### src/hdl/csb_pkg.sv
// ----------------------------------------------------------------------------
// Clipped sprite blitter package
// Shared types, register indexes and defaults for the sprite blitter.
// ----------------------------------------------------------------------------
package csb_pkg;

    // Default parameter values.
    localparam int DEF_MAX_SPRITE_DIM = 256;
    localparam int DEF_ADDR_BITS      = 20;

    // Fixed field widths.
    localparam int DIM_W      = 9;
    localparam int POS_W      = 12;
    localparam int SCR_POS_W  = POS_W + 1;
    localparam int PIXEL_W    = 8;
    localparam int SCREEN_W   = 11;
    localparam int OUT_ADDR_W = 20;
    localparam int CFG_IDX_W  = 2;

    // Register indexes on the configuration port.
    localparam logic [CFG_IDX_W-1:0] REG_SCREEN_WIDTH  = 2'd0;
    localparam logic [CFG_IDX_W-1:0] REG_SCREEN_HEIGHT = 2'd1;

    // Register reset values.
    localparam logic [SCREEN_W-1:0] SCREEN_WIDTH_RST  = 11'd320;
    localparam logic [SCREEN_W-1:0] SCREEN_HEIGHT_RST = 11'd200;

    // Queue between front and back.
    localparam int QUEUE_DEPTH = 4;

    // Input word kinds.
    typedef enum logic {
        CMD_START = 1'b0,
        CMD_PIXEL = 1'b1
    } cmd_t;

    // One classified pixel, as handed from front to back.
    typedef struct packed {
        logic [SCR_POS_W-1:0] sx;
        logic [SCR_POS_W-1:0] sy;
        logic [PIXEL_W-1:0]   pixel;
        logic                 last;
    } pix_entry_t;

endpackage

### src/hdl/csb_front.sv
// ----------------------------------------------------------------------------
// Sprite blitter front end
// Accepts input words, latches sprite geometry, walks the pixel counters and
// pushes each counted pixel with its screen coordinates into the queue.
// ----------------------------------------------------------------------------
module csb_front
    import csb_pkg::*;
#(
    parameter int MAX_SPRITE_DIM = DEF_MAX_SPRITE_DIM
)
(
    input  logic               clk,
    input  logic               rst_n,
    input  logic               in_valid,
    output logic               in_ready,
    input  logic [0:0]         command,
    input  logic [DIM_W-1:0]   sprite_cols,
    input  logic [DIM_W-1:0]   sprite_rows,
    input  logic [POS_W-1:0]   pos_x,
    input  logic [POS_W-1:0]   pos_y,
    input  logic [PIXEL_W-1:0] pixel_in,
    input  logic               q_full,
    output logic               q_push,
    output pix_entry_t         q_entry
);

    // Width wide enough to compare a dimension against the size limit.
    localparam int LIM_W = ($clog2(MAX_SPRITE_DIM + 1) > DIM_W) ?
                           $clog2(MAX_SPRITE_DIM + 1) : DIM_W;
    localparam logic [LIM_W-1:0] DIM_LIMIT = LIM_W'(MAX_SPRITE_DIM);

    logic [DIM_W-1:0] cur_width_reg,  cur_width_next;
    logic [DIM_W-1:0] cur_height_reg, cur_height_next;
    logic [POS_W-1:0] origin_x_reg,   origin_x_next;
    logic [POS_W-1:0] origin_y_reg,   origin_y_next;
    logic [DIM_W-1:0] col_count_reg,  col_count_next;
    logic [DIM_W-1:0] row_count_reg,  row_count_next;

    logic             accept;
    logic             in_sprite;
    logic [DIM_W:0]   col_inc;
    logic [DIM_W:0]   row_inc;

    // Saturate an oversized dimension to the limit.
    function automatic logic [DIM_W-1:0] clamp_dim(input logic [DIM_W-1:0] d);
        logic [LIM_W-1:0] d_ext;
        d_ext = LIM_W'(d);
        if (d_ext > DIM_LIMIT)
            clamp_dim = DIM_W'(DIM_LIMIT);
        else
            clamp_dim = d;
    endfunction

    assign in_ready = !q_full;
    assign accept   = in_valid && in_ready;

    // A pixel counts only while the sprite still has pixels left.
    assign in_sprite = (cur_width_reg != '0) && (row_count_reg < cur_height_reg);
    assign q_push    = accept && (command == CMD_PIXEL) && in_sprite;

    assign col_inc = {1'b0, col_count_reg} + {{DIM_W{1'b0}}, 1'b1};
    assign row_inc = {1'b0, row_count_reg} + {{DIM_W{1'b0}}, 1'b1};

    // Screen coordinates of the current pixel, in two's complement.
    always_comb
    begin
        q_entry.sx    = {origin_x_reg[POS_W-1], origin_x_reg}
                        + SCR_POS_W'(col_count_reg);
        q_entry.sy    = {origin_y_reg[POS_W-1], origin_y_reg}
                        + SCR_POS_W'(row_count_reg);
        q_entry.pixel = pixel_in;
        q_entry.last  = (row_inc == {1'b0, cur_height_reg})
                        && (col_inc == {1'b0, cur_width_reg});
    end

    // Geometry latch and raster counters.
    always_comb
    begin
        cur_width_next  = cur_width_reg;
        cur_height_next = cur_height_reg;
        origin_x_next   = origin_x_reg;
        origin_y_next   = origin_y_reg;
        col_count_next  = col_count_reg;
        row_count_next  = row_count_reg;
        if (accept && (command == CMD_START))
        begin
            cur_width_next  = clamp_dim(sprite_cols);
            cur_height_next = clamp_dim(sprite_rows);
            origin_x_next   = pos_x;
            origin_y_next   = pos_y;
            col_count_next  = '0;
            row_count_next  = '0;
        end
        else if (q_push)
        begin
            if (col_inc >= {1'b0, cur_width_reg})
            begin
                col_count_next = '0;
                row_count_next = row_inc[DIM_W-1:0];
            end
            else
            begin
                col_count_next = col_inc[DIM_W-1:0];
            end
        end
    end

    always_ff @(posedge clk or negedge rst_n)
    begin
        if (!rst_n)
        begin
            cur_width_reg  <= '0;
            cur_height_reg <= '0;
            origin_x_reg   <= '0;
            origin_y_reg   <= '0;
            col_count_reg  <= '0;
            row_count_reg  <= '0;
        end
        else
        begin
            cur_width_reg  <= cur_width_next;
            cur_height_reg <= cur_height_next;
            origin_x_reg   <= origin_x_next;
            origin_y_reg   <= origin_y_next;
            col_count_reg  <= col_count_next;
            row_count_reg  <= row_count_next;
        end
    end

endmodule

### src/hdl/csb_queue.sv
// ----------------------------------------------------------------------------
// Sprite blitter pixel queue
// Short first-in first-out buffer that decouples the front end from the
// clip and address back end.
// ----------------------------------------------------------------------------
module csb_queue
    import csb_pkg::*;
(
    input  logic       clk,
    input  logic       rst_n,
    input  logic       push,
    input  pix_entry_t push_entry,
    output logic       full,
    output logic       not_empty,
    input  logic       pop,
    output pix_entry_t pop_entry
);

    localparam int PTR_W = (QUEUE_DEPTH > 1) ? $clog2(QUEUE_DEPTH) : 1;
    localparam int CNT_W = $clog2(QUEUE_DEPTH + 1);
    localparam logic [PTR_W-1:0] LAST_PTR = PTR_W'(QUEUE_DEPTH - 1);
    localparam logic [CNT_W-1:0] FULL_CNT = CNT_W'(QUEUE_DEPTH);

    pix_entry_t       slot_reg [QUEUE_DEPTH];
    logic [PTR_W-1:0] wr_ptr_reg, wr_ptr_next;
    logic [PTR_W-1:0] rd_ptr_reg, rd_ptr_next;
    logic [CNT_W-1:0] count_reg,  count_next;

    assign full      = (count_reg == FULL_CNT);
    assign not_empty = (count_reg != '0);
    assign pop_entry = slot_reg[rd_ptr_reg];

    // Pointer and fill count update.
    always_comb
    begin
        wr_ptr_next = wr_ptr_reg;
        rd_ptr_next = rd_ptr_reg;
        count_next  = count_reg;
        if (push)
            wr_ptr_next = (wr_ptr_reg == LAST_PTR) ? '0 : wr_ptr_reg + 1'b1;
        if (pop)
            rd_ptr_next = (rd_ptr_reg == LAST_PTR) ? '0 : rd_ptr_reg + 1'b1;
        if (push && !pop)
            count_next = count_reg + 1'b1;
        else if (pop && !push)
            count_next = count_reg - 1'b1;
    end

    always_ff @(posedge clk or negedge rst_n)
    begin
        if (!rst_n)
        begin
            wr_ptr_reg <= '0;
            rd_ptr_reg <= '0;
            count_reg  <= '0;
        end
        else
        begin
            wr_ptr_reg <= wr_ptr_next;
            rd_ptr_reg <= rd_ptr_next;
            count_reg  <= count_next;
        end
    end

    // Storage slots need no reset.
    always_ff @(posedge clk)
    begin
        if (push)
            slot_reg[wr_ptr_reg] <= push_entry;
    end

endmodule

### src/hdl/csb_back.sv
// ----------------------------------------------------------------------------
// Sprite blitter back end
// Clips each queued pixel against the screen, disables writes of transparent
// pixels and forms the frame buffer address in a two-stage stallable pipeline.
// ----------------------------------------------------------------------------
module csb_back
    import csb_pkg::*;
#(
    parameter int ADDR_BITS = DEF_ADDR_BITS
)
(
    input  logic                  clk,
    input  logic                  rst_n,
    input  logic                  q_valid,
    input  pix_entry_t            q_entry,
    output logic                  q_pop,
    input  logic [SCREEN_W-1:0]   screen_width,
    input  logic [SCREEN_W-1:0]   screen_height,
    output logic                  out_valid,
    input  logic                  out_ready,
    output logic                  write_enable,
    output logic [OUT_ADDR_W-1:0] write_address,
    output logic [PIXEL_W-1:0]    write_pixel,
    output logic                  sprite_done
);

    // Row times stride plus column, before the wrap.
    localparam int PROD_W = 2 * SCREEN_W + 1;
    localparam logic [PROD_W-1:0] ADDR_MASK = (ADDR_BITS >= PROD_W) ? {PROD_W{1'b1}} :
                                             PROD_W'((64'd1 << ADDR_BITS) - 64'd1);

    // Clip stage.
    logic                a_valid_reg;
    logic                a_vis_reg;
    logic [SCREEN_W-1:0] a_sx_reg;
    logic [SCREEN_W-1:0] a_sy_reg;
    logic [PIXEL_W-1:0]  a_pixel_reg;
    logic                a_last_reg;

    // Output stage.
    logic                  b_valid_reg;
    logic                  b_we_reg;
    logic [OUT_ADDR_W-1:0] b_addr_reg;
    logic [PIXEL_W-1:0]    b_pixel_reg;
    logic                  b_last_reg;

    logic              b_ready;
    logic              a_adv;
    logic              visible;
    logic [PROD_W-1:0] addr_full;
    logic [PROD_W-1:0] addr_wrap;

    assign b_ready = !b_valid_reg || out_ready;
    assign a_adv   = !a_valid_reg || b_ready;
    assign q_pop   = q_valid && a_adv;

    // Opaque and inside the screen on both axes.
    assign visible = (q_entry.pixel != '0)
                     && !q_entry.sx[SCR_POS_W-1]
                     && (q_entry.sx[POS_W-1:0] < POS_W'(screen_width))
                     && !q_entry.sy[SCR_POS_W-1]
                     && (q_entry.sy[POS_W-1:0] < POS_W'(screen_height));

    always_ff @(posedge clk or negedge rst_n)
    begin
        if (!rst_n)
            a_valid_reg <= 1'b0;
        else if (a_adv)
            a_valid_reg <= q_valid;
    end

    always_ff @(posedge clk)
    begin
        if (q_pop)
        begin
            a_vis_reg   <= visible;
            a_sx_reg    <= q_entry.sx[SCREEN_W-1:0];
            a_sy_reg    <= q_entry.sy[SCREEN_W-1:0];
            a_pixel_reg <= q_entry.pixel;
            a_last_reg  <= q_entry.last;
        end
    end

    // Frame buffer address, wrapped to the address space.
    assign addr_full = PROD_W'(a_sy_reg) * PROD_W'(screen_width) + PROD_W'(a_sx_reg);
    assign addr_wrap = addr_full & ADDR_MASK;

    always_ff @(posedge clk or negedge rst_n)
    begin
        if (!rst_n)
            b_valid_reg <= 1'b0;
        else if (b_ready)
            b_valid_reg <= a_valid_reg;
    end

    always_ff @(posedge clk)
    begin
        if (b_ready && a_valid_reg)
        begin
            b_we_reg    <= a_vis_reg;
            b_addr_reg  <= a_vis_reg ? addr_wrap[OUT_ADDR_W-1:0] : '0;
            b_pixel_reg <= a_vis_reg ? a_pixel_reg : '0;
            b_last_reg  <= a_last_reg;
        end
    end

    assign out_valid     = b_valid_reg;
    assign write_enable  = b_we_reg;
    assign write_address = b_addr_reg;
    assign write_pixel   = b_pixel_reg;
    assign sprite_done   = b_last_reg;

`ifndef SYNTH
    // An enabled write never carries the transparent color.
    a_we_opaque: assert property (@(posedge clk) disable iff (!rst_n)
        (out_valid && write_enable) |-> (write_pixel != '0))
        else $error("enabled write with transparent pixel");

    // A disabled write carries a zero address and pixel.
    a_off_zero: assert property (@(posedge clk) disable iff (!rst_n)
        (out_valid && !write_enable) |-> ((write_address == '0) && (write_pixel == '0)))
        else $error("disabled write with nonzero payload");

    // A clip stage word held by a stall is not lost.
    a_clip_hold: assert property (@(posedge clk) disable iff (!rst_n)
        (a_valid_reg && !a_adv) |=> a_valid_reg)
        else $error("clip stage word dropped while stalled");

    // The queue is popped only when the clip stage can take the word.
    a_pop_room: assert property (@(posedge clk) disable iff (!rst_n)
        q_pop |-> (!a_valid_reg || !b_valid_reg || out_ready))
        else $error("queue popped into a full pipeline");
`endif

endmodule

### src/hdl/clipped_transparent_sprite_blit.sv
// Path: an accepted pixel word is written into the queue, then registered in
// the clip stage and in the output register, which shows its write request.
// Throughput: one word per cycle if out_ready is high; queue, clip stage and
// output register all advance each cycle; the address multiply is one stage.
// Reset: counters and geometry clear to zero, screen size resets to 320x200;
// there is no clearing pass, words are accepted right after reset.
// ----------------------------------------------------------------------------
// Clipped transparent sprite blitter
// Turns a stream of sprite start and pixel words into frame buffer writes,
// clipped to the screen and with color zero left unwritten.
// ----------------------------------------------------------------------------
module clipped_transparent_sprite_blit
    import csb_pkg::*;
#(
    parameter int MAX_SPRITE_DIM = DEF_MAX_SPRITE_DIM,
    parameter int ADDR_BITS      = DEF_ADDR_BITS
)
(
    input  logic                  clk,
    input  logic                  rst_n,
    input  logic                  cfg_valid,
    output logic                  cfg_ready,
    input  logic [CFG_IDX_W-1:0]  cfg_index,
    input  logic [SCREEN_W-1:0]   cfg_data,
    input  logic                  in_valid,
    output logic                  in_ready,
    input  logic [0:0]            command,
    input  logic [DIM_W-1:0]      sprite_cols,
    input  logic [DIM_W-1:0]      sprite_rows,
    input  logic [POS_W-1:0]      pos_x,
    input  logic [POS_W-1:0]      pos_y,
    input  logic [PIXEL_W-1:0]    pixel_in,
    output logic                  out_valid,
    input  logic                  out_ready,
    output logic                  write_enable,
    output logic [OUT_ADDR_W-1:0] write_address,
    output logic [PIXEL_W-1:0]    write_pixel,
    output logic                  sprite_done
);

    logic [SCREEN_W-1:0] screen_width_reg,  screen_width_next;
    logic [SCREEN_W-1:0] screen_height_reg, screen_height_next;

    logic       q_full;
    logic       q_push;
    logic       q_not_empty;
    logic       q_pop;
    pix_entry_t push_entry;
    pix_entry_t pop_entry;

    // Configuration registers; writes are always taken.
    assign cfg_ready = 1'b1;

    always_comb
    begin
        screen_width_next  = screen_width_reg;
        screen_height_next = screen_height_reg;
        if (cfg_valid)
        begin
            case (cfg_index)
                REG_SCREEN_WIDTH:  screen_width_next  = cfg_data;
                REG_SCREEN_HEIGHT: screen_height_next = cfg_data;
                default:           ;
            endcase
        end
    end

    always_ff @(posedge clk or negedge rst_n)
    begin
        if (!rst_n)
        begin
            screen_width_reg  <= SCREEN_WIDTH_RST;
            screen_height_reg <= SCREEN_HEIGHT_RST;
        end
        else
        begin
            screen_width_reg  <= screen_width_next;
            screen_height_reg <= screen_height_next;
        end
    end

    // Front end: word intake and raster counters.
    csb_front #(
        .MAX_SPRITE_DIM (MAX_SPRITE_DIM)
    ) u_front (
        .clk         (clk),
        .rst_n       (rst_n),
        .in_valid    (in_valid),
        .in_ready    (in_ready),
        .command     (command),
        .sprite_cols (sprite_cols),
        .sprite_rows (sprite_rows),
        .pos_x       (pos_x),
        .pos_y       (pos_y),
        .pixel_in    (pixel_in),
        .q_full      (q_full),
        .q_push      (q_push),
        .q_entry     (push_entry)
    );

    // Decoupling queue.
    csb_queue u_queue (
        .clk        (clk),
        .rst_n      (rst_n),
        .push       (q_push),
        .push_entry (push_entry),
        .full       (q_full),
        .not_empty  (q_not_empty),
        .pop        (q_pop),
        .pop_entry  (pop_entry)
    );

    // Back end: clip, address and output register.
    csb_back #(
        .ADDR_BITS (ADDR_BITS)
    ) u_back (
        .clk           (clk),
        .rst_n         (rst_n),
        .q_valid       (q_not_empty),
        .q_entry       (pop_entry),
        .q_pop         (q_pop),
        .screen_width  (screen_width_reg),
        .screen_height (screen_height_reg),
        .out_valid     (out_valid),
        .out_ready     (out_ready),
        .write_enable  (write_enable),
        .write_address (write_address),
        .write_pixel   (write_pixel),
        .sprite_done   (sprite_done)
    );

endmodule
### config.mk
export PLATFORM = sky130hd
export DESIGN_NAME = clipped_transparent_sprite_blit
export DESIGN_NICKNAME = d
export VERILOG_FILES = /design/src/hdl/csb_pkg.sv /design/src/hdl/csb_front.sv /design/src/hdl/csb_queue.sv /design/src/hdl/csb_back.sv /design/src/hdl/clipped_transparent_sprite_blit.sv
export SDC_FILE = /design/constraint.sdc
export NUM_CORES = 1
export LEC_CHECK = 0
export ABC_AREA = 1
export BUFFER_PORTS_ARGS = -buffer_cell sky130_fd_sc_hd__buf_2
export CAP_MARGIN = 0
export CORE_AREA = 5 5 223 225
export CTS_CLUSTER_SIZE = 14
export DETAILED_ROUTE_END_ITERATION = 10
export DIE_AREA = 0 0 228 230
export PLACE_DENSITY_LB_ADDON = 0.25
export SLEW_MARGIN = 20
export SYNTH_ARGS = -nofsm -noshare
export SYNTH_HDL_FRONTEND = slang
export SYNTH_HIERARCHICAL = 1
export SYNTH_SLANG_ARGS = --single-unit
### constraint.sdc
create_clock -name clk -period 6.5 [get_ports clk]
set_input_delay 0.975 -clock clk [delete_from_list [all_inputs] [get_ports clk]]
set_output_delay 0.975 -clock clk [all_outputs]
set_load 0.01 [all_outputs]
==> flow_metrics.env, run 1 <==
export IMPL_post_cts_resized=0
export IMPL_clkLatencyLatePin_ns=0.54
export IMPL_setup_tns_ns=0
export IMPL_dr_pass1_iters=7
export IMPL_ctsHoldBuffers=0
export IMPL_max_stage_delay_ns=0.67
export IMPL_hold_class="primary input to async pin"
export IMPL_yosysTopAreaCell="edfxtp_1"
export IMPL_synth_most_common_cell="nand2_1"
export IMPL_grt_use_met1_pct=19.64
export IMPL_path_buf_inv=5
export IMPL_setup_violations=0
export IMPL_cts_tree="built"
export IMPL_antenna_found_initial=0
export IMPL_yosys_warnings=6
export IMPL_fin_crit_ns=5.008
export IMPL_worstSetupStartpointType="register"
export IMPL_cts_buffer_depth=3
export IMPL_critPathRequiredTime_ns=6.79
export IMPL_ys_seq_elements=293
export IMPL_wl_per_cell_microns=14.88
export IMPL_grtUsageMet2_pct=26.97
export IMPL_vias=12592
export IMPL_final_antenna_net_count=0
export IMPL_track_usage_pct=15.27
export IMPL_slew_headroom_pct=36.26
export IMPL_grt_max_degree=70
export IMPL_dpl_hpwl_mm=29.78
export IMPL_n_fill_cell=4573
export IMPL_portBuffers=100
export IMPL_grtUsageMet3_pct=2.628
export IMPL_largest_register_ffs=140
export IMPL_wl_mm=39.96
export IMPL_antenna_cells=0
export IMPL_place_ws_ns=1.495
export IMPL_synth_distinct_cells=45
export IMPL_crit_slowest_cell="dfrtp_1"
export IMPL_grt_pass1_wl_mm=65.85
export IMPL_crit_fanout=14
export IMPL_cap_violations=0
export IMPL_period_share_pct=77.05
export IMPL_core_area_sq_um=47350
export IMPL_syn_inst=1975
export IMPL_num_io_pins=102
export IMPL_grt_pass1_vias=12819
export IMPL_critical_path_class="register to register"
export IMPL_htree_levels=2
export IMPL_cts_setup_buffers=0
export IMPL_yosysSeqAreaShare_pct=45.64
export IMPL_arrival_ns=5.30
export IMPL_numCtsBuffers=35
export IMPL_outcome="completed"
export IMPL_endpoint_kind="register"
export IMPL_multi_input_area_sq_um=8034
export IMPL_setup_slack_ns=1.492
export IMPL_synth_common_cells="nand2_1 (565), inv_1 (387), edfxtp_1 (202)"
export IMPL_rrSetupSlack_ns=1.49
export IMPL_path_clk_slew_ns=0.06
export IMPL_yosys_area_top_type_share_pct=33.16
export IMPL_cts_root_buf="clkbuf_16"
export IMPL_synth_top_cells_by_area="edfxtp_1 (33%), dfrtp_1 (12%), nand2_1 (12%)"
export IMPL_die_area_sq_um=52440
export IMPL_drive_above_1_share_pct=10.04
export IMPL_die_x_microns=228
export IMPL_rows=80
export IMPL_synth_edf_count=202
export IMPL_register_area_sq_um=8351
export IMPL_path_cells="nand2_1, fa_1, fa_1, inv_1, fa_1, fa_1, inv_1, fa_1, inv_1, ha_1, a21oi_1, inv_1, nor2_2, nand2_2, a21oi_2, inv_1, nor2_1, nor2_1"
export IMPL_rsz0062_at_grt="no"
export IMPL_top_usage_layer="met2"
export IMPL_hold_slack_ns=0.3331
export IMPL_final_util_pct=42.98
export IMPL_globalRouteOverflowTotal=0
export IMPL_post_drt_via_cell_ratio=4.688
export IMPL_max_freq_mhz=199.7
export IMPL_clock_skew_ns=0.02019
export IMPL_layout_nets=2322
export IMPL_slew_violations=0
export IMPL_ys_flop_type="edfxtp_1"
export IMPL_synth_area_per_cell_sq_um=9.263
export IMPL_drt_iter0_markers=528
export IMPL_critical_path_top_delay_family="adder cells"
export IMPL_syn_area_sq_um=18300
export IMPL_gp_congestion=0.8863
export IMPL_drc=0
export IMPL_synth_nets=2252
export IMPL_area_delta_synth_final_pct=11.23
export IMPL_async_flop_share_pct=31.06
export IMPL_hold_violations=0
export IMPL_cts_sinks=293
export IMPL_die_y_microns=230
export IMPL_initial_utilization_pct=38.64
export IMPL_tightestPinTransition_ns=0.9540
==> metal layers <==
| layer | up-vias | wire length, microns |
|---|---|---|
| li1 | 6404 | - |
| met1 | 5967 | 18200 |
| met2 | 171 | 19550 |
| met3 | 50 | 1407 |
| met4 | 0 | 807 |
| met5 | - | 0 |
==> worst paths after layout <==
kind / startpoint / end / cells after the start
max: screen_width_reg[9] / u_back/write_address[15] / 18
min: rst_n / screen_height_reg[9] / 1
max reg2reg: screen_width_reg[9] / u_back/write_address[15] / 18
min reg2reg: u_back/a_last_reg / u_back/sprite_done / 0
max in group asynchronous: rst_n / u_queue/rd_ptr_reg[1] / 2
min in group clk: u_back/a_last_reg / u_back/sprite_done / 0
==> kinds of logic (layout without fill, tap and decap cells) <==
group | after synthesis | count (layout) | share of synthesized area [%]
AO/OA/AOI/OAI | 193 | 193 | 6.552
buffers and inverters | 471 | 567 | 10.51
XOR/XNOR | 33 | 33 | 1.580
flip-flops | 293 | 293 | 45.64
AND/OR/NAND/NOR | 776 | 776 | 17.66
other | 1 | 1 | 0.02050
adder cells (fa/ha/maj) | 208 | 208 | 18.04
==> through the flow <==
step,std cells,cell area [sq um]
after floorplan,1975,18300
after global placement,2623,19200
after global routing,2686,20350
after CTS,2686,20350
final,2686,20350
after detailed placement,2623,19200
==> final cells by class <==
type	instances	area share [%]
well taps	615	3.781
repair buffers	107	2.730
flip-flops and latches	293	41.04
clock inverters	16	0.9100
inverters	397	7.341
multi-input cells	1211	39.48
clock buffers	47	4.722
==> layout by cell type (no fill, tap or decap), drive strengths merged, types with 4 or more instances in the layout <==
cell    Yosys  layout
buf        42     107
nor4        7       7
nor2       77      77
nand3      93      93
xor2       19      19
nand2     571     571
xnor2      14      14
clkinv      1      10
o211ai     70      70
dfstp       5       5
inv       396     398
o21a        4       4
fa         93      93
a21oi      61      61
nor3        8       8
clkbuf     32      47
dfrtp      86      86
ha        115     115
edfxtp    202     202
nand4      18      18
o21ai      49      49
Power of run 1 is not shown: default switching activity piles up to over one toggle a cycle in this logic, so the estimate is an artifact.
==> run 2, diff against run 1 <==
==> constraint.sdc (replaced) <==
create_clock -name clk -period 4.4 [get_ports clk]
set_input_delay 0.66 -clock clk [delete_from_list [all_inputs] [get_ports clk]]
set_output_delay 0.66 -clock clk [all_outputs]
set_load 0.01 [all_outputs]
==> run 2 against run 1 <==
  * The run now ends with setup timing left
  * Utilization up 2.0 points
  * Via count up 2.6%
  * Global-route usage rose by 0.43 points
  * Worst setup slack worse by 1.7 ns
  * Clock-buffer cell count shrank 6
  * Sequential share of layout area fell by 1.8 points
  * Cell count grew 2.7%
  * Hold slack worse by 0.072 ns
  * Largest cell class is now multi-input gates
==> flow_metrics.env, run 2 (synthesis results as in run 1) <==
export IMPL_outcome="finished with violations"
export IMPL_violations="setup timing"
export IMPL_rows=80
export IMPL_die_x_microns=228
export IMPL_drc=0
export IMPL_worstSetupStartpointType="register"
export IMPL_cp_startpoint="u_back/a_sy_reg[5]"
export IMPL_htree_levels=2
export IMPL_vias=12920
export IMPL_r2r_cells=18
export IMPL_numCtsBuffers=35
export IMPL_drive_above_1_share_pct=15.86
export IMPL_dpl_hpwl_mm=30.98
export IMPL_hold_class="primary input to async pin"
export IMPL_clkLatencyLatePin_ns=0.54
export IMPL_core_area_sq_um=47350
export IMPL_hold_slack_ns=0.2611
export IMPL_post_drt_via_cell_ratio=4.683
export IMPL_final_area_sq_um=21290
export IMPL_setup_slack_ns=-0.2163
export IMPL_critical_path_class="register to register"
export IMPL_fin_cells=2759
export IMPL_antenna_cells=0
export IMPL_dpl_cell_count=2686
export IMPL_clock_skew_ns=0.01812
export IMPL_die_y_microns=230
export IMPL_cts_root_buf="clkbuf_16"
export IMPL_critPathRequiredTime_ns=4.69
export IMPL_ctsHoldBuffers=0
export IMPL_rsz0062_at_grt="yes"
export IMPL_final_antenna_net_count=0
export IMPL_wl_per_cell_microns=14.94
export IMPL_cts_buffer_depth=3
export IMPL_period_share_pct=104.9
export IMPL_area_delta_synth_final_pct=16.36
export IMPL_mostFrequentLayoutCells="nand2_1 (551), inv_1 (376), edfxtp_1 (202)"
export IMPL_grt_pass1_wl_mm=67.78
export IMPL_globalRouteOverflowTotal=0
export IMPL_tightestPinTransition_ns=0.9615
export IMPL_arrival_ns=4.90
export IMPL_rrSetupSlack_ns=-0.22
export IMPL_crit_fanout=5
export IMPL_die_area_sq_um=52440
export IMPL_antenna_found_initial=0
export IMPL_rr_endpoint="u_back/write_address[17]"
export IMPL_wl_mm=41.22
export IMPL_path_clk_slew_ns=0.06
export IMPL_cts_tree="built"
export IMPL_setup_violations=10
export IMPL_slew_headroom_pct=35.76
export IMPL_initial_utilization_pct=38.64
export IMPL_cap_violations=0
export IMPL_cts_sinks=293
export IMPL_postPlaceCellArea_sq_um=19830
export IMPL_endpoint_kind="register"
export IMPL_layout_nets=2398
export IMPL_final_util_pct=44.96
export IMPL_timing_rr_start="u_back/a_sy_reg[5]"
export IMPL_slew_violations=0
export IMPL_fin_crit_ns=4.616
export IMPL_grt_max_degree=86
export IMPL_hold_violations=0
export IMPL_gp_congestion=0.9048
export IMPL_n_fill_cell=4551
export IMPL_largest_register_ffs=140
export IMPL_dr_pass1_iters=5
export IMPL_max_freq_mhz=216.6
export IMPL_num_io_pins=102
export IMPL_track_usage_pct=15.70
export IMPL_drt_iter0_markers=527
export IMPL_grt_pass1_vias=13225
export IMPL_portBuffers=100
export IMPL_layout_commonest_cell="nand2_1"
export IMPL_endpoint="u_back/write_address[17]"
run 2: worst min path at each step:
stage / slack (ns) / from / endpoint / depth (start not counted)
global route: 0.29 / pos_y[4] / u_front/origin_y_reg[4] / 3
CTS: 0.26 / rst_n / u_front/col_count_reg[7] / 1
finish: 0.26 / rst_n / u_front/col_count_reg[7] / 1
global placement: 0.43 / u_back/a_last_reg / u_back/sprite_done / 0
detailed placement: 0.44 / u_back/a_last_reg / u_back/sprite_done / 0
floorplan: 0.36 / rst_n / screen_height_reg[0] / 0
run 2: what timing repair did:
action | 4_1_cts | 5_1_grt
buffers inserted | 10 | 3
gates cloned | 0 | 0
pin swaps | 19 | 10
resized for setup | 20 | 34
setup endpoints to repair | 13 | 13
run 2: per-layer routing:
metal | routed length, microns | vias up | track usage (%)
li1 | - | 6559 | -
met1 | 18100 | 6089 | 19.27
met2 | 20530 | 202 | 28.25
met3 | 1332 | 70 | 2.184
met4 | 1256 | 0 | 5.823
met5 | 0 | - | 0
run 2: layout make-up:
cell class | count | area [sq um] | area share (%)
Clock inverter | 19 | 234.0 | 1.099
Inverter | 397 | 1494 | 7.018
Timing Repair Buffer | 183 | 1170 | 5.495
Multi-Input combinational cell | 1211 | 8358 | 39.26
Sequential cell | 293 | 8354 | 39.24
Clock buffer | 41 | 908.4 | 4.267
Tap cell | 615 | 769.5 | 3.615
run 2: worst max-delay path, cell delays in order, from the launching register on:
cell	delay (ns)
edfxtp_1	0.39
buf_4	0.17
nand2_1	0.05
inv_1	0.06
fa_1	0.53
inv_1	0.06
fa_1	0.54
inv_1	0.06
fa_1	0.52
inv_1	0.05
fa_1	0.54
inv_1	0.04
ha_1	0.32
ha_4	0.31
nand2_1	0.11
nor2_2	0.21
nand3_1	0.14
a21oi_1	0.19
nor2_1	0.07
run 2: per-stage QoR:
step                      setup WS [ns]  setup TNS, ns
after floorplan                -0.01311       -0.01311
after global placement          -0.2225         -1.864
after detailed placement        -0.2546         -2.250
after CTS                       -0.1887         -1.548
after global routing            -0.3745         -3.490
final                           -0.2163         -1.412
Power of run 2 is left out for the same reason.
==> run 3, diff against run 2 <==
--- a/config.mk
+++ b/config.mk
@@ -12,6 +12,7 @@
 export CTS_CLUSTER_SIZE = 14
 export DETAILED_ROUTE_END_ITERATION = 10
 export DIE_AREA = 0 0 228 230
+export MAX_ROUTING_LAYER = met4
 export PLACE_DENSITY_LB_ADDON = 0.25
 export SLEW_MARGIN = 20
 export SYNTH_ARGS = -nofsm -noshare
==> run 3 against run 2 <==
  * The run still ends with setup timing left
  * Die area stayed put
  * Utilization is 0.80 points higher
  * First-iteration DRC count is 11% higher
  * Worst setup slack better by 0.023 ns
  * Global-route usage rose by 0.62 points
  * Cell count up 0.76%
  * Maximum frequency grew 0.50%
  * Hold slack better by 0.0011 ns
  * Non-clock buffer count grew 17
  * Clock skew is 0.0049 ns lower
  * Register-to-register slack improved by 0.02 ns
  * Critical endpoint is now u_back/write_address[12]
==> flow_metrics.env, run 3 (synthesis results as in run 1) <==
export IMPL_rrSetupSlack_ns=-0.19
export IMPL_multi_input_area_sq_um=8598
export IMPL_initial_utilization_pct=38.64
export IMPL_dr_pass1_iters=5
export IMPL_crit_fanout=4
export IMPL_setup_tns_ns=-1.519
export IMPL_hold_class="primary input to async pin"
export IMPL_core_area_sq_um=47350
export IMPL_final_antenna_net_count=0
export IMPL_fin_crit_ns=4.593
export IMPL_globalRouteOverflowTotal=0
export IMPL_rsz0062_at_grt="yes"
export IMPL_setup_violations=10
export IMPL_hold_slack_ns=0.2622
export IMPL_num_io_pins=102
export IMPL_antenna_found_initial=0
export IMPL_slew_headroom_pct=33.43
export IMPL_rows=80
export IMPL_max_stage_delay_ns=0.57
export IMPL_dpl_hpwl_mm=31.17
export IMPL_hold_violations=0
export IMPL_crit_slowest_cell="dfstp_2"
export IMPL_r2r_cells=21
export IMPL_grt_pass1_vias=13294
export IMPL_grt_pass1_wl_mm=67.98
export IMPL_cts_buffer_depth=3
export IMPL_endpoint_kind="register"
export IMPL_register_area_sq_um=8356
export IMPL_antenna_cells=0
export IMPL_period_share_pct=104.4
export IMPL_die_x_microns=228
export IMPL_path_clk_slew_ns=0.05
export IMPL_largest_register_ffs=140
export IMPL_wl_mm=41.51
export IMPL_critical_path_class="register to register"
export IMPL_cp_startpoint="screen_width_reg[6]"
export IMPL_gp_congestion=0.8882
export IMPL_area_delta_synth_final_pct=18.44
export IMPL_rr_endpoint="u_back/write_address[12]"
export IMPL_cts_sinks=293
export IMPL_cap_violations=0
export IMPL_track_usage_pct=16.32
export IMPL_cts_tree="built"
export IMPL_arrival_ns=4.87
export IMPL_layout_commonest_cell="nand2_1"
export IMPL_violations="setup timing"
export IMPL_drt_iter0_markers=586
export IMPL_grt_max_degree=66
export IMPL_vias=13108
export IMPL_die_area_sq_um=52440
export IMPL_final_util_pct=45.77
export IMPL_dpl_cell_count=2694
export IMPL_max_freq_mhz=217.7
export IMPL_path_cells="buf_6, buf_6, nand2_4, fa_2, fa_1, fa_1, inv_2, fa_1, inv_1, fa_1, inv_2, ha_4, nand2_8, o21ai_4, inv_2, nand2_4, nand3_2, nand2_2, nand2_2, nand2_1, nor2_1"
export IMPL_slew_violations=0
export IMPL_endpoint="u_back/write_address[12]"
export IMPL_setup_slack_ns=-0.1934
export IMPL_clock_skew_ns=0.01324
export IMPL_layout_nets=2415
export IMPL_crit_path_frequent_cell="fa_1"
export IMPL_mostFrequentLayoutCells="nand2_1 (540), inv_1 (369), edfxtp_1 (202)"
export IMPL_worstSetupStartpointType="register"
export IMPL_numCtsBuffers=35
export IMPL_portBuffers=100
export IMPL_fin_cells=2780
export IMPL_drc=0
export IMPL_timing_rr_start="screen_width_reg[6]"
export IMPL_cts_root_buf="clkbuf_16"
export IMPL_wl_per_cell_microns=14.93
export IMPL_clkLatencyLatePin_ns=0.53
export IMPL_critPathRequiredTime_ns=4.68
export IMPL_tightestPinTransition_ns=0.9985
export IMPL_die_y_microns=230
export IMPL_post_drt_via_cell_ratio=4.715
export IMPL_n_fill_cell=4503
export IMPL_htree_levels=2
export IMPL_outcome="finished with violations"
export IMPL_drive_above_1_share_pct=18.48
-- run 3: cell type report --
cell class	instances	area share, %
multi-input cells	1211	39.68
clock buffers	51	4.510
repair buffers	200	6.103
well taps	615	3.551
flip-flops and latches	293	38.56
inverters	397	6.895
clock inverters	13	0.6987
-- run 3: through the flow --
| stage | area [sq um] | worst slack (ns) |
|---|---|---|
| after floorplan | 18480 | -0.01311 |
| after global placement | 19890 | -0.3760 |
| after detailed placement | 19890 | -0.3901 |
| after CTS | 21380 | -0.1552 |
| after global routing | 21670 | -0.3619 |
| final | 21670 | -0.1934 |
-- run 3: worst max-delay path: cells and delay by family, from the launching register on --
family / cells / cell delay (ns)
AOI/OAI and AO/OA: 1 / 0.15
adders and majority gates: 6 / 2.70
buffers and inverters: 6 / 0.42
DFF: 1 / 0.57
and+or+nand+nor: 8 / 0.50
-- run 3: worst min-delay path by stage --
| stage | from | to | cells after the start |
|---|---|---|---|
| 6_report | rst_n | u_front/origin_x_reg[7] | 1 |
| 5_1_grt | pos_y[4] | u_front/origin_y_reg[4] | 3 |
| 4_1_cts | rst_n | u_front/origin_x_reg[7] | 1 |
| 3_5_place_dp | u_back/a_last_reg | u_back/sprite_done | 0 |
| 3_3_place_gp | u_back/a_last_reg | u_back/sprite_done | 0 |
| 2_1_floorplan | rst_n | screen_height_reg[0] | 0 |
-- run 3: metal layers --
metal	up-vias	wire, microns	track usage [%]
met5	-	0	-
met4	0	1508	5.937
met3	80	1507	2.356
met2	231	20690	28.36
met1	6195	17800	19.47
li1	6602	-	-
-- run 3: timing repair --
item,in CTS,in global routing
pin swaps,32,45
setup buffers,10,14
hold buffers,0,0
resized for setup,73,49
endpoints found under the setup margin,13,13
endpoints found under the hold margin,0,0
Power of run 3 is left out for the same reason.
